## src/sv/batched_spsc_ring_queue_top_assert.svh

```systemverilog
// Assertion macros for the batched SPSC ring queue.
// Used by brq_ctrl, the only module that carries concurrent checks; needs no other file.
`ifndef BATCHED_SPSC_RING_QUEUE_TOP_ASSERT_SVH
`define BATCHED_SPSC_RING_QUEUE_TOP_ASSERT_SVH

// same-cycle implication under asynchronous active-low reset
`define BRQ_ASSERT_NOW(lbl, ck, rn, ante, cons, msg) \
	lbl: assert property (@(posedge ck) disable iff (!(rn)) (ante) |-> (cons)) \
		else $error(msg);

// next-cycle implication under asynchronous active-low reset
`define BRQ_ASSERT_NEXT(lbl, ck, rn, ante, cons, msg) \
	lbl: assert property (@(posedge ck) disable iff (!(rn)) (ante) |=> (cons)) \
		else $error(msg);

`endif

```

## src/sv/brq_pkg.sv

```systemverilog
// Shared types and constants for the batched SPSC ring queue.
// No dependencies.
`timescale 1ns / 1ps
`default_nettype none

package brq_pkg;

	localparam int DATA_W = 64;
	localparam int KIND_W = 2;

	typedef enum logic [KIND_W-1:0] {
		KIND_PRODUCE = 2'd0,
		KIND_CONSUME = 2'd1,
		KIND_FLUSH   = 2'd2
	} brq_kind_t;

	typedef struct packed {
		logic ok;
		logic rd;
	} brq_status_t;

endpackage

`default_nettype wire

```

## src/sv/brq_ctrl.sv

```systemverilog
// Index, cache and batch-count control for the ring queue; drives slot RAM access.
// Depends on brq_pkg and batched_spsc_ring_queue_top_assert.svh.
`timescale 1ns / 1ps
`default_nettype none
`include "batched_spsc_ring_queue_top_assert.svh"

module brq_ctrl import brq_pkg::*; #(
	parameter int DEPTH = 256,
	parameter int BATCH = 8,
	parameter int AW    = 8
) (
	input  wire logic              clk,
	input  wire logic              arst_n,
	input  wire logic              accept,
	input  wire logic [KIND_W-1:0] kind,
	output brq_status_t            status,
	output logic                   mem_we,
	output logic      [AW-1:0]     mem_waddr,
	output logic                   mem_re,
	output logic      [AW-1:0]     mem_raddr
);

	localparam int BW = $clog2(BATCH + 1);

	logic [AW-1:0] wi_q, cri_q, pwi_q, ri_q, cwi_q, pri_q;
	logic [AW-1:0] wi_d, cri_d, pwi_d, ri_d, cwi_d, pri_d;
	logic [BW-1:0] wbc_q, rbc_q, wbc_d, rbc_d;
	logic [AW-1:0] w_after, r_after;
	logic [BW-1:0] wbc_inc, rbc_inc;
	logic          full_cached, full, empty_cached, empty;
	logic          prod_ok, cons_ok;

	function automatic logic [AW-1:0] adv(input logic [AW-1:0] x);
		adv = (x == AW'(DEPTH - 1)) ? '0 : x + 1'b1;
	endfunction

	assign w_after      = adv(wi_q);
	assign r_after      = adv(ri_q);
	assign wbc_inc      = wbc_q + 1'b1;
	assign rbc_inc      = rbc_q + 1'b1;
	assign full_cached  = (w_after == cri_q);
	assign full         = full_cached && (w_after == pri_q);
	assign empty_cached = (ri_q == cwi_q);
	assign empty        = empty_cached && (ri_q == pwi_q);

	assign prod_ok = accept && (kind == KIND_PRODUCE) && status.ok;
	assign cons_ok = accept && (kind == KIND_CONSUME) && status.ok;

	assign mem_waddr = wi_q;
	assign mem_raddr = ri_q;

	always_comb begin
		wi_d      = wi_q;
		cri_d     = cri_q;
		pwi_d     = pwi_q;
		wbc_d     = wbc_q;
		ri_d      = ri_q;
		cwi_d     = cwi_q;
		pri_d     = pri_q;
		rbc_d     = rbc_q;
		mem_we    = 1'b0;
		mem_re    = 1'b0;
		status.ok = 1'b0;
		status.rd = 1'b0;
		case (kind)
			KIND_PRODUCE: begin
				status.ok = !full;
				if (accept && !full) begin
					mem_we = 1'b1;
					wi_d   = w_after;
					if (full_cached) begin
						cri_d = pri_q;
					end
					if (wbc_inc == BW'(BATCH)) begin
						pwi_d = w_after;
						wbc_d = '0;
					end else begin
						wbc_d = wbc_inc;
					end
				end
			end
			KIND_CONSUME: begin
				status.ok = !empty;
				status.rd = !empty;
				if (accept && !empty) begin
					mem_re = 1'b1;
					ri_d   = r_after;
					if (empty_cached) begin
						cwi_d = pwi_q;
					end
					if (rbc_inc == BW'(BATCH)) begin
						pri_d = r_after;
						rbc_d = '0;
					end else begin
						rbc_d = rbc_inc;
					end
				end
			end
			KIND_FLUSH: begin
				status.ok = 1'b1;
				if (accept) begin
					pwi_d = wi_q;
					wbc_d = '0;
				end
			end
			default: begin
			end
		endcase
	end

	always_ff @(posedge clk or negedge arst_n) begin
		if (!arst_n) begin
			wi_q  <= '0;
			cri_q <= '0;
			pwi_q <= '0;
			wbc_q <= '0;
			ri_q  <= '0;
			cwi_q <= '0;
			pri_q <= '0;
			rbc_q <= '0;
		end else begin
			wi_q  <= wi_d;
			cri_q <= cri_d;
			pwi_q <= pwi_d;
			wbc_q <= wbc_d;
			ri_q  <= ri_d;
			cwi_q <= cwi_d;
			pri_q <= pri_d;
			rbc_q <= rbc_d;
		end
	end

	`BRQ_ASSERT_NOW(a_wbc_range, clk, arst_n, 1'b1, wbc_q < BW'(BATCH), "write batch overrun")
	`BRQ_ASSERT_NOW(a_rbc_range, clk, arst_n, 1'b1, rbc_q < BW'(BATCH), "read batch overrun")
	`BRQ_ASSERT_NEXT(a_keep_gap, clk, arst_n, prod_ok, wi_q != cri_q, "produce closed the gap")
	`BRQ_ASSERT_NOW(a_read_bound, clk, arst_n, cons_ok, ri_q != pwi_q, "read past write index")

endmodule

`default_nettype wire

```

## config.mk

```make
export PLATFORM = sky130hd
export DESIGN_NAME = brq_ctrl
export DESIGN_NICKNAME = d
export VERILOG_FILES = /design/src/sv/brq_pkg.sv /design/src/sv/brq_ctrl.sv
export VERILOG_INCLUDE_DIRS = /design/src /design/src/sv
export SDC_FILE = /design/constraint.sdc
export NUM_CORES = 1
export LEC_CHECK = 0
export ABC_AREA = 1
export BUFFER_PORTS_ARGS = -buffer_cell sky130_fd_sc_hd__buf_2
export CORE_MARGIN = 5
export CORE_UTILIZATION = 55
export DETAILED_ROUTE_END_ITERATION = 6
export HOLD_SLACK_MARGIN = 0.05
export PLACE_DENSITY = 0.79
export SYNTH_ARGS = -nofsm -noshare
export SYNTH_HDL_FRONTEND = slang
export SYNTH_SLANG_ARGS = --single-unit
```

## constraint.sdc

```tcl
create_clock -name clk -period 1.9 [get_ports clk]
set_clock_uncertainty 0.05 [all_clocks]
set_input_delay 0.095 -clock clk [delete_from_list [all_inputs] [get_ports clk]]
set_output_delay 0.095 -clock clk [all_outputs]
set_load 0.005 [all_outputs]
```

==> Word level (Yosys, flattened, before mapping) <==
Cells that the tools add are included.
{ "totals": {"ff_bits": 56, "inputBits": 5} }
{ "op_classes": {"reduce_logical": 15, "mux": 17, "addsub": 4, "n_eq_ne": 13} }
{ "op_table": {"columns": ["op", "count"], "rows": [
  ["8-bit 2-to-1 mux", 5],
  ["8-bit == test", 4],
  ["8-bit by 1-bit adder with 8-bit output (second input constant)", 2],
  ["8-bit == test (second input constant)", 2],
  ["4-bit 2-to-1 mux", 4],
  ["8-bit one-hot mux with 2 select lines", 1],
  ["3-bit AND reduction", 4],
  ["4-bit by 1-bit adder with 4-bit output (second input constant)", 2],
  ["4-bit == test (second input constant)", 2],
  ["4-bit one-hot mux with 2 select lines", 1],
  ["1-bit 2-to-1 mux", 5],
  ["1-bit logical AND", 4],
  ["2-bit by 1-bit != test with 1-bit output (second input constant)", 2],
  ["2-bit AND reduction", 2],
  ["4-bit AND reduction", 1],
  ["1-bit one-hot mux with 3 select lines", 1],
  ["2-bit by 1-bit == test with 1-bit output (second input constant)", 1],
  ["2-bit == test (second input constant)", 1],
  ["1-bit logical NOT", 2],
  ["2-bit logical NOT", 1],
  ["2-bit != test (second input constant)", 1],
  ["2-bit nonzero test", 1]
]} }

==> Depth between registers and ports, before layout <==
Gate-level depths: netlist of run 1.
{ "depth": {"word_depth": 8, "mapped_depth": 17, "ltp_nobuf": 17} }

==> Worst setup path after synthesis of run 1 <==
No wires, ideal clock.
{ "synth_path": {"path_kind": "register to register", "from": "reg wi_q[0] (netlist: mem_waddr[0])", "to": "reg cri_q[7]", "setup_ns": 0.119, "required_time_ns": 1.731, "setup_slack_ns": -0.201, "stages_incl_launch_ff": 16, "arrival_time_ns": 1.932, "cell_sequence": "dfrtp_1 -> ha_1 -> nand2_2 -> nor2_4 -> nand2_2 -> buf_6 -> nand3_4 -> nand2_1 -> nand2_1 -> nor2_1 -> nand3_1 -> nor2_2 -> nand4_4 -> buf_6 -> nand2_1 -> o21ai_2"} }
{ "synth_via": {"elab_chain_len": 7, "elab_cells_between_ends": 9, "cone_classes": "1 x add/sub; 3 x eq/ne; 1 x mux; 4 x reduce/logical"} }
{ "synth_lines": {"columns": ["item", "line_no", "text"], "rows": [
  ["start: declaration", "brq_ctrl.sv:25", "logic [AW-1:0] wi_q, cri_q, pwi_q, ri_q, cwi_q, pri_q;"],
  ["start signal: assignment", "brq_ctrl.sv:122", "wi_q <= wi_d;"],
  ["8-bit by 1-bit adder with 8-bit output / 8-bit == test (equally long branches)", "brq_ctrl.sv:34", "adv = (x == AW'(DEPTH - 1)) ? '0 : x + 1'b1;"],
  ["8-bit 2-to-1 mux (*)", "brq_ctrl.sv:34", null],
  ["8-bit == test, on equally long branches", "brq_ctrl.sv:41, brq_ctrl.sv:42", null],
  ["1-bit logical AND", "brq_ctrl.sv:42", "assign full = full_cached && (w_after == pri_q);"],
  ["1-bit logical NOT", "brq_ctrl.sv:68", "if (accept && !full) begin"],
  ["1-bit logical AND", "brq_ctrl.sv:68", null],
  ["3-bit AND reduction (no line) (*)", null, null],
  ["end signal: assignment", "brq_ctrl.sv:123", "cri_q <= cri_d;"],
  ["end: declaration", "brq_ctrl.sv:25", null]
]} }
Mark *: on every way between the ends. The rest lies on a longest branch, timed or not.
A chain may end at the register's enable or synchronous reset.

==> results of run 1 <==
repair_timing:
item                                    4_1_cts  5_1_grt
gates cloned                                  3        0
pin swaps                                    22       29
hold buffers                                  1        0
endpoints found under the setup margin       42       60
endpoints found under the hold margin        30        0
resized for setup                            78       55
buffers inserted                             25        8
where the power goes:
group	leakage (µW)	switching [µW]	internal [µW]	total, µW
combinational	0.00167	1620	1330	2950
clock	0.0000414	438	264	702
sequential	0.000685	387	1500	1890
final cells by class:
type                       instances  share of cell area
multi-input combinational        344               0.455
clock buffer                       6              0.0147
sequential                        56               0.285
tap                               77              0.0195
timing repair buffer             103               0.177
clock inverter                     2             0.00329
inverter                          60              0.0456
placed cells by master, fill, tap and decap left out, drive strengths merged:
master	n
nand3b	3
nor2	45
o21a	3
o22ai	1
nor3	3
clkbuf	6
nand3	42
inv	60
clkinvlp	1
nand4	15
a21oi	9
ha	5
xnor2	14
buf	102
xor2	4
dfrtp	56
o21ai	44
dlygate4sd3	1
or2	3
nand2	153
clkinv	1
sequential cells by signal (all words and copies together), names as in the netlist:
| signal | count |
|---|---|
| cri_q | 8 |
| rbc_q | 4 |
| mem_raddr | 8 |
| pwi_q | 8 |
| wbc_q | 4 |
| mem_waddr | 8 |
| cwi_q | 8 |
| pri_q | 8 |
per-layer routing:
metal | wire length, µm | up-vias
li1 | - | 1697
met3 | 861 | 81
met1 | 4300 | 1777
met5 | 0 | -
met2 | 5630 | 230
met4 | 812 | 0
worst max-delay path: stages, from the launching register on:
cell	delay [ps]
dfrtp_1	420
buf_4	160
nand2_1	100
nor2_4	200
nand3_2	170
nand3_4	160
nand2_4	80
nand2_4	80
nand3_4	100
nor2_4	140
nand2_4	80
buf_6	130
nand2_4	50
nand3_2	50
buf_2	130
stage by stage:
| stage | utilization | setup WS (ps) | cell area (µm²) | power, µW | std cells |
|---|---|---|---|---|---|
| 2_1_floorplan | - | -153 | 3570 | 3150 | 470 |
| 3_3_place_gp | 0.653 | -310 | 4120 | 3890 | 610 |
| 3_5_place_dp | 0.653 | -402 | 4120 | 3980 | 610 |
| 4_1_cts | 0.754 | -494 | 4760 | 5030 | 645 |
| 5_1_grt | 0.782 | -690 | 4940 | 5850 | 648 |
| 6_report | 0.782 | -621 | 4940 | 5540 | 648 |
logic make-up after synthesis:
group | count (synthesis) | synth area share
flops | 56 | 0.394
simple gates | 263 | 0.358
fa+ha+maj | 5 | 0.0176
buf+inv | 71 | 0.0840
xor+xnor | 18 | 0.0443
compound gates | 57 | 0.102
final timing paths:
check | from | endpoint | slack (ps) | cells after the start
max | mem_waddr[1] | status[1] | -620 | 14
min | accept | wbc_q[0] | 70 | 3
max reg2reg | mem_waddr[1] | pwi_q[4] | -520 | 16
min reg2reg | rbc_q[2] | rbc_q[2] | 460 | 1
max in group asynchronous | arst_n | mem_raddr[3] | 790 | 3
min in group asynchronous | arst_n | mem_waddr[5] | 310 | 2
==> flow_metrics.env, run 1 <==
export IMPL_cp_data_required_time_ps=1750
export IMPL_yosysSeqAreaShare=0.394
export IMPL_synth_seq_cells=56
export IMPL_grt_total_usage=0.262
export IMPL_gp_congestion=0.940
export IMPL_insertion_delay_ps=330
export IMPL_fillers=380
export IMPL_power_density_nw_per_um2=1120
export IMPL_arrival_ps=2380
export IMPL_relSlewSlack=0.500
export IMPL_synth_area_leaders="dfrtp_1 39%, nand2_1 14%, inv_1 6.2%"
export IMPL_met3_usage=0.0475
export IMPL_fin_crit_sh=1.33
export IMPL_synth_edff_count=0
export IMPL_gr_usage_met1=0.319
export IMPL_die_y_um=90.5
export IMPL_synth_area_um2=3560
export IMPL_route_detailed_drc=0
export IMPL_wl_per_cell_um=17.9
export IMPL_dr_pass1_iters=5
export IMPL_clkSlewWorstSetupHoldPaths_ps=100
export IMPL_synthToLayoutAreaGrowth_pct=38.7
export IMPL_initial_core_util=0.564
export IMPL_drive_above_1_share=0.419
export IMPL_n_antenna_cell=0
export IMPL_grt_pass1_wl_mm=17.4
export IMPL_num_vias=3785
export IMPL_nets=580
export IMPL_syn_inst=470
export IMPL_die_area_um2=8180
export IMPL_synth_top_area_share=0.394
export IMPL_layout_setup_ws_ps=-621
export IMPL_h_tree_depth=2
export IMPL_finalHoldViolCount=0
export IMPL_clkSinkCount=56
export IMPL_tightest_slew_ps=750
export IMPL_gr_usage_met2=0.437
export IMPL_multi_input_area_um2=2250
export IMPL_yosysTopAreaCell="dfrtp_1"
export IMPL_synth_cell_type_count=32
export IMPL_yosysMostFrequentCell="nand2_1"
export IMPL_viasPerCell=5.84
export IMPL_io_pin_count=25
export IMPL_cts_buffers=5
export IMPL_place_hpwl_mm=6.57
export IMPL_regArea_um2=1410
export IMPL_grt_pass1_vias=3606
export IMPL_period_needed_ps=2520
export IMPL_maxSlewViolCount=0
export IMPL_cts_buffer_depth=2
export IMPL_ys_flop_type="dfrtp_1"
export IMPL_routed_wirelength_mm=11.6
export IMPL_grt_max_degree=33
export IMPL_ant_nets=0
export IMPL_grt_setup_unrepaired="true"
export IMPL_yosysWarnings=0
export IMPL_path_class="reg2out"
export IMPL_timing_hold_ws_ps=70.9
export IMPL_failed_checks="setup timing"
export IMPL_synthArstFlopShare=1.00
export IMPL_root_buffer="clkbuf_8"
export IMPL_hold_path_class="in2reg"
export IMPL_synthesis_nets=480
export IMPL_avgSynthCellArea_um2=7.58
export IMPL_setup_viol=55
export IMPL_max_freq_mhz=397
export IMPL_status="complete, but fails checks"
export IMPL_start_kind="register"
export IMPL_busiest_layer="met2"
export IMPL_tns_ps=-15140
export IMPL_grt_overflow=0
export IMPL_end_kind="output pin"
export IMPL_die_width_um=90.5
export IMPL_max_cap_viol_count=0
export IMPL_numPortBuffers=24
export IMPL_drt_iter0_drc=361
export IMPL_synthTopCellsByCount="137 x nand2_1, 59 x inv_1, 56 x dfrtp_1"
export IMPL_cp_max_fo=4
export IMPL_cts_tree="done"
export IMPL_leakagePower_uw=0.00240
export IMPL_core_um2=6310
export IMPL_antenna_found_initial=0
export IMPL_std_cell_rows=29
export IMPL_peakVddDrop_uv=735
Note: power is estimated with default switching activity, not from simulation.
==> inputs of run 2 (changes only) <==
--- a/config.mk
+++ b/config.mk
@@ -11,8 +11,9 @@
 export CORE_MARGIN = 5
 export CORE_UTILIZATION = 55
 export DETAILED_ROUTE_END_ITERATION = 6
+export GPL_TIMING_DRIVEN = 0
 export HOLD_SLACK_MARGIN = 0.05
-export PLACE_DENSITY = 0.79
+export PLACE_DENSITY = 0.77
 export SYNTH_ARGS = -nofsm -noshare
 export SYNTH_HDL_FRONTEND = slang
 export SYNTH_SLANG_ARGS = --single-unit
==> run 2 against run 1 <==
Against the previous run: the run still ends with setup timing left; setup slack better by 21 ps; flip-flop and latch count unchanged; critical path depth is 2 lower; register-to-register slack improved by 20 ps; cell count decreased by 3.7%; sequential power is essentially flat; count of clock-buffer cells in the layout unchanged; largest power group unchanged; highest routed layer unchanged.
==> flow_metrics.env, run 2 (synthesis results as in run 1) <==
export IMPL_cts_tree="done"
export IMPL_grt_total_usage=0.225
export IMPL_routed_wirelength_mm=11.4
export IMPL_cp_max_fo=5
export IMPL_route_detailed_drc=0
export IMPL_start_kind="register"
export IMPL_layout_setup_ws_ps=-600
export IMPL_clkSlewWorstSetupHoldPaths_ps=100
export IMPL_dr_pass1_iters=6
export IMPL_hold_path_class="in2reg"
export IMPL_place_hpwl_mm=6.23
export IMPL_std_cell_rows=29
export IMPL_max_freq_mhz=400
export IMPL_grt_pass1_wl_mm=15.5
export IMPL_h_tree_depth=2
export IMPL_end_kind="output pin"
export IMPL_power_density_nw_per_um2=1090
export IMPL_num_vias=3727
export IMPL_root_buffer="clkbuf_8"
export IMPL_die_y_um=90.5
export IMPL_die_area_um2=8180
export IMPL_period_needed_ps=2500
export IMPL_failed_checks="setup timing"
export IMPL_initial_core_util=0.564
export IMPL_insertion_delay_ps=330
export IMPL_fin_util=0.769
export IMPL_tns_ps=-18420
export IMPL_n_antenna_cell=0
export IMPL_nets=556
export IMPL_arrival_ps=2350
export IMPL_cp_data_required_time_ps=1750
export IMPL_max_cap_viol_count=0
export IMPL_antenna_found_initial=0
export IMPL_gp_congestion=0.863
export IMPL_relSlewSlack=0.492
export IMPL_wl_per_cell_um=18.2
export IMPL_grt_overflow=0
export IMPL_status="complete, but fails checks"
export IMPL_maxSlewViolCount=0
export IMPL_synthToLayoutAreaGrowth_pct=36.3
export IMPL_cts_buffers=5
export IMPL_tightest_slew_ps=762
export IMPL_grt_pass1_vias=3345
export IMPL_peakVddDrop_uv=701
export IMPL_setup_viol=60
export IMPL_io_pin_count=25
export IMPL_finalHoldViolCount=0
export IMPL_final_common_cell="nand2_1"
export IMPL_grt_max_degree=57
export IMPL_grt_setup_unrepaired="true"
export IMPL_leakagePower_uw=0.00234
export IMPL_viasPerCell=5.97
export IMPL_fillers=386
export IMPL_fin_crit_sh=1.32
export IMPL_drt_iter0_drc=513
export IMPL_path_class="reg2out"
export IMPL_clkSinkCount=56
export IMPL_cts_buffer_depth=2
export IMPL_ant_nets=0
export IMPL_mostFrequentLayoutCells="106 x nand2_1, 50 x inv_1, 50 x dfrtp_1, 31 x nor2_1, 30 x nand2_2"
export IMPL_numPortBuffers=23
export IMPL_die_width_um=90.5
export IMPL_core_um2=6310
export IMPL_drive_above_1_share=0.410
[run 2: where the power goes]
part,total [µW],switching [µW],internal [µW]
sequential,1880,379,1500
clock,705,440,264
combinational,2690,1540,1160
total,5280,2360,2920
[run 2: layer usage]
metal,global-route usage,up-vias,part of all wire
met2,0.376,206,0.50
met4,0.0682,0,0.038
met3,0.0258,50,0.081
li1,-,1653,-
met5,0,-,0
met1,0.306,1818,0.38
[run 2: stage by stage]
| stage | hold slack, ps | power, µW | setup WS, ps | std cells | instance area, µm² |
|---|---|---|---|---|---|
| after detailed placement | 404 | 3650 | -444 | 570 | 3780 |
| after global placement | 386 | 3590 | -389 | 570 | 3780 |
| after global routing | 105 | 5570 | -739 | 624 | 4850 |
| final | 81.4 | 5280 | -600 | 624 | 4850 |
| after floorplan | -251 | 3150 | -153 | 470 | 3570 |
| after CTS | 54.4 | 4700 | -514 | 614 | 4370 |
[run 2: final timing paths]
check                             startpoint           end  slack [ps]  cells after the start
worst max-delay path            mem_waddr[0]        mem_we        -600                     12
worst min-delay path                  accept      wbc_q[1]          80                      3
worst max register to register  mem_waddr[0]      pwi_q[1]        -500                     17
worst min register to register      rbc_q[2]      rbc_q[2]         470                      1
max in group asynchronous             arst_n  mem_raddr[4]         930                      2
min in group asynchronous             arst_n  mem_waddr[7]         320                      2
[run 2: worst max-delay path: stages (launching register included)]
cell,delay (ps)
dfrtp_1,440
buf_4,150
nand3_1,160
nand2_2,160
nand3_2,160
a21oi_1,250
nand3_1,160
nor2_4,120
nand2_4,70
nand2_4,90
nor2_8,50
buf_8,110
buf_6,100
[run 2: layout make-up]
type	count	area, µm²	share of cell area
Clock buffer	6	72.6	0.0149
Clock inverter	2	16.3	0.00335
Multi-Input combinational cell	343	2280	0.470
Timing Repair Buffer	70	633	0.130
Tap cell	77	96.3	0.0198
Sequential cell	56	1410	0.290
Buffer	10	119	0.0245
Inverter	60	229	0.0472
[run 2: timing repair]
| item | in CTS | in global routing |
|---|---|---|
| gates resized for setup | 71 | 93 |
| endpoints found under the setup margin | 60 | 60 |
| hold endpoints to repair | 0 | 56 |
| hold buffers | 0 | 1 |
| setup buffers | 35 | 6 |
| gates cloned | 2 | 4 |
| pin swaps | 21 | 31 |
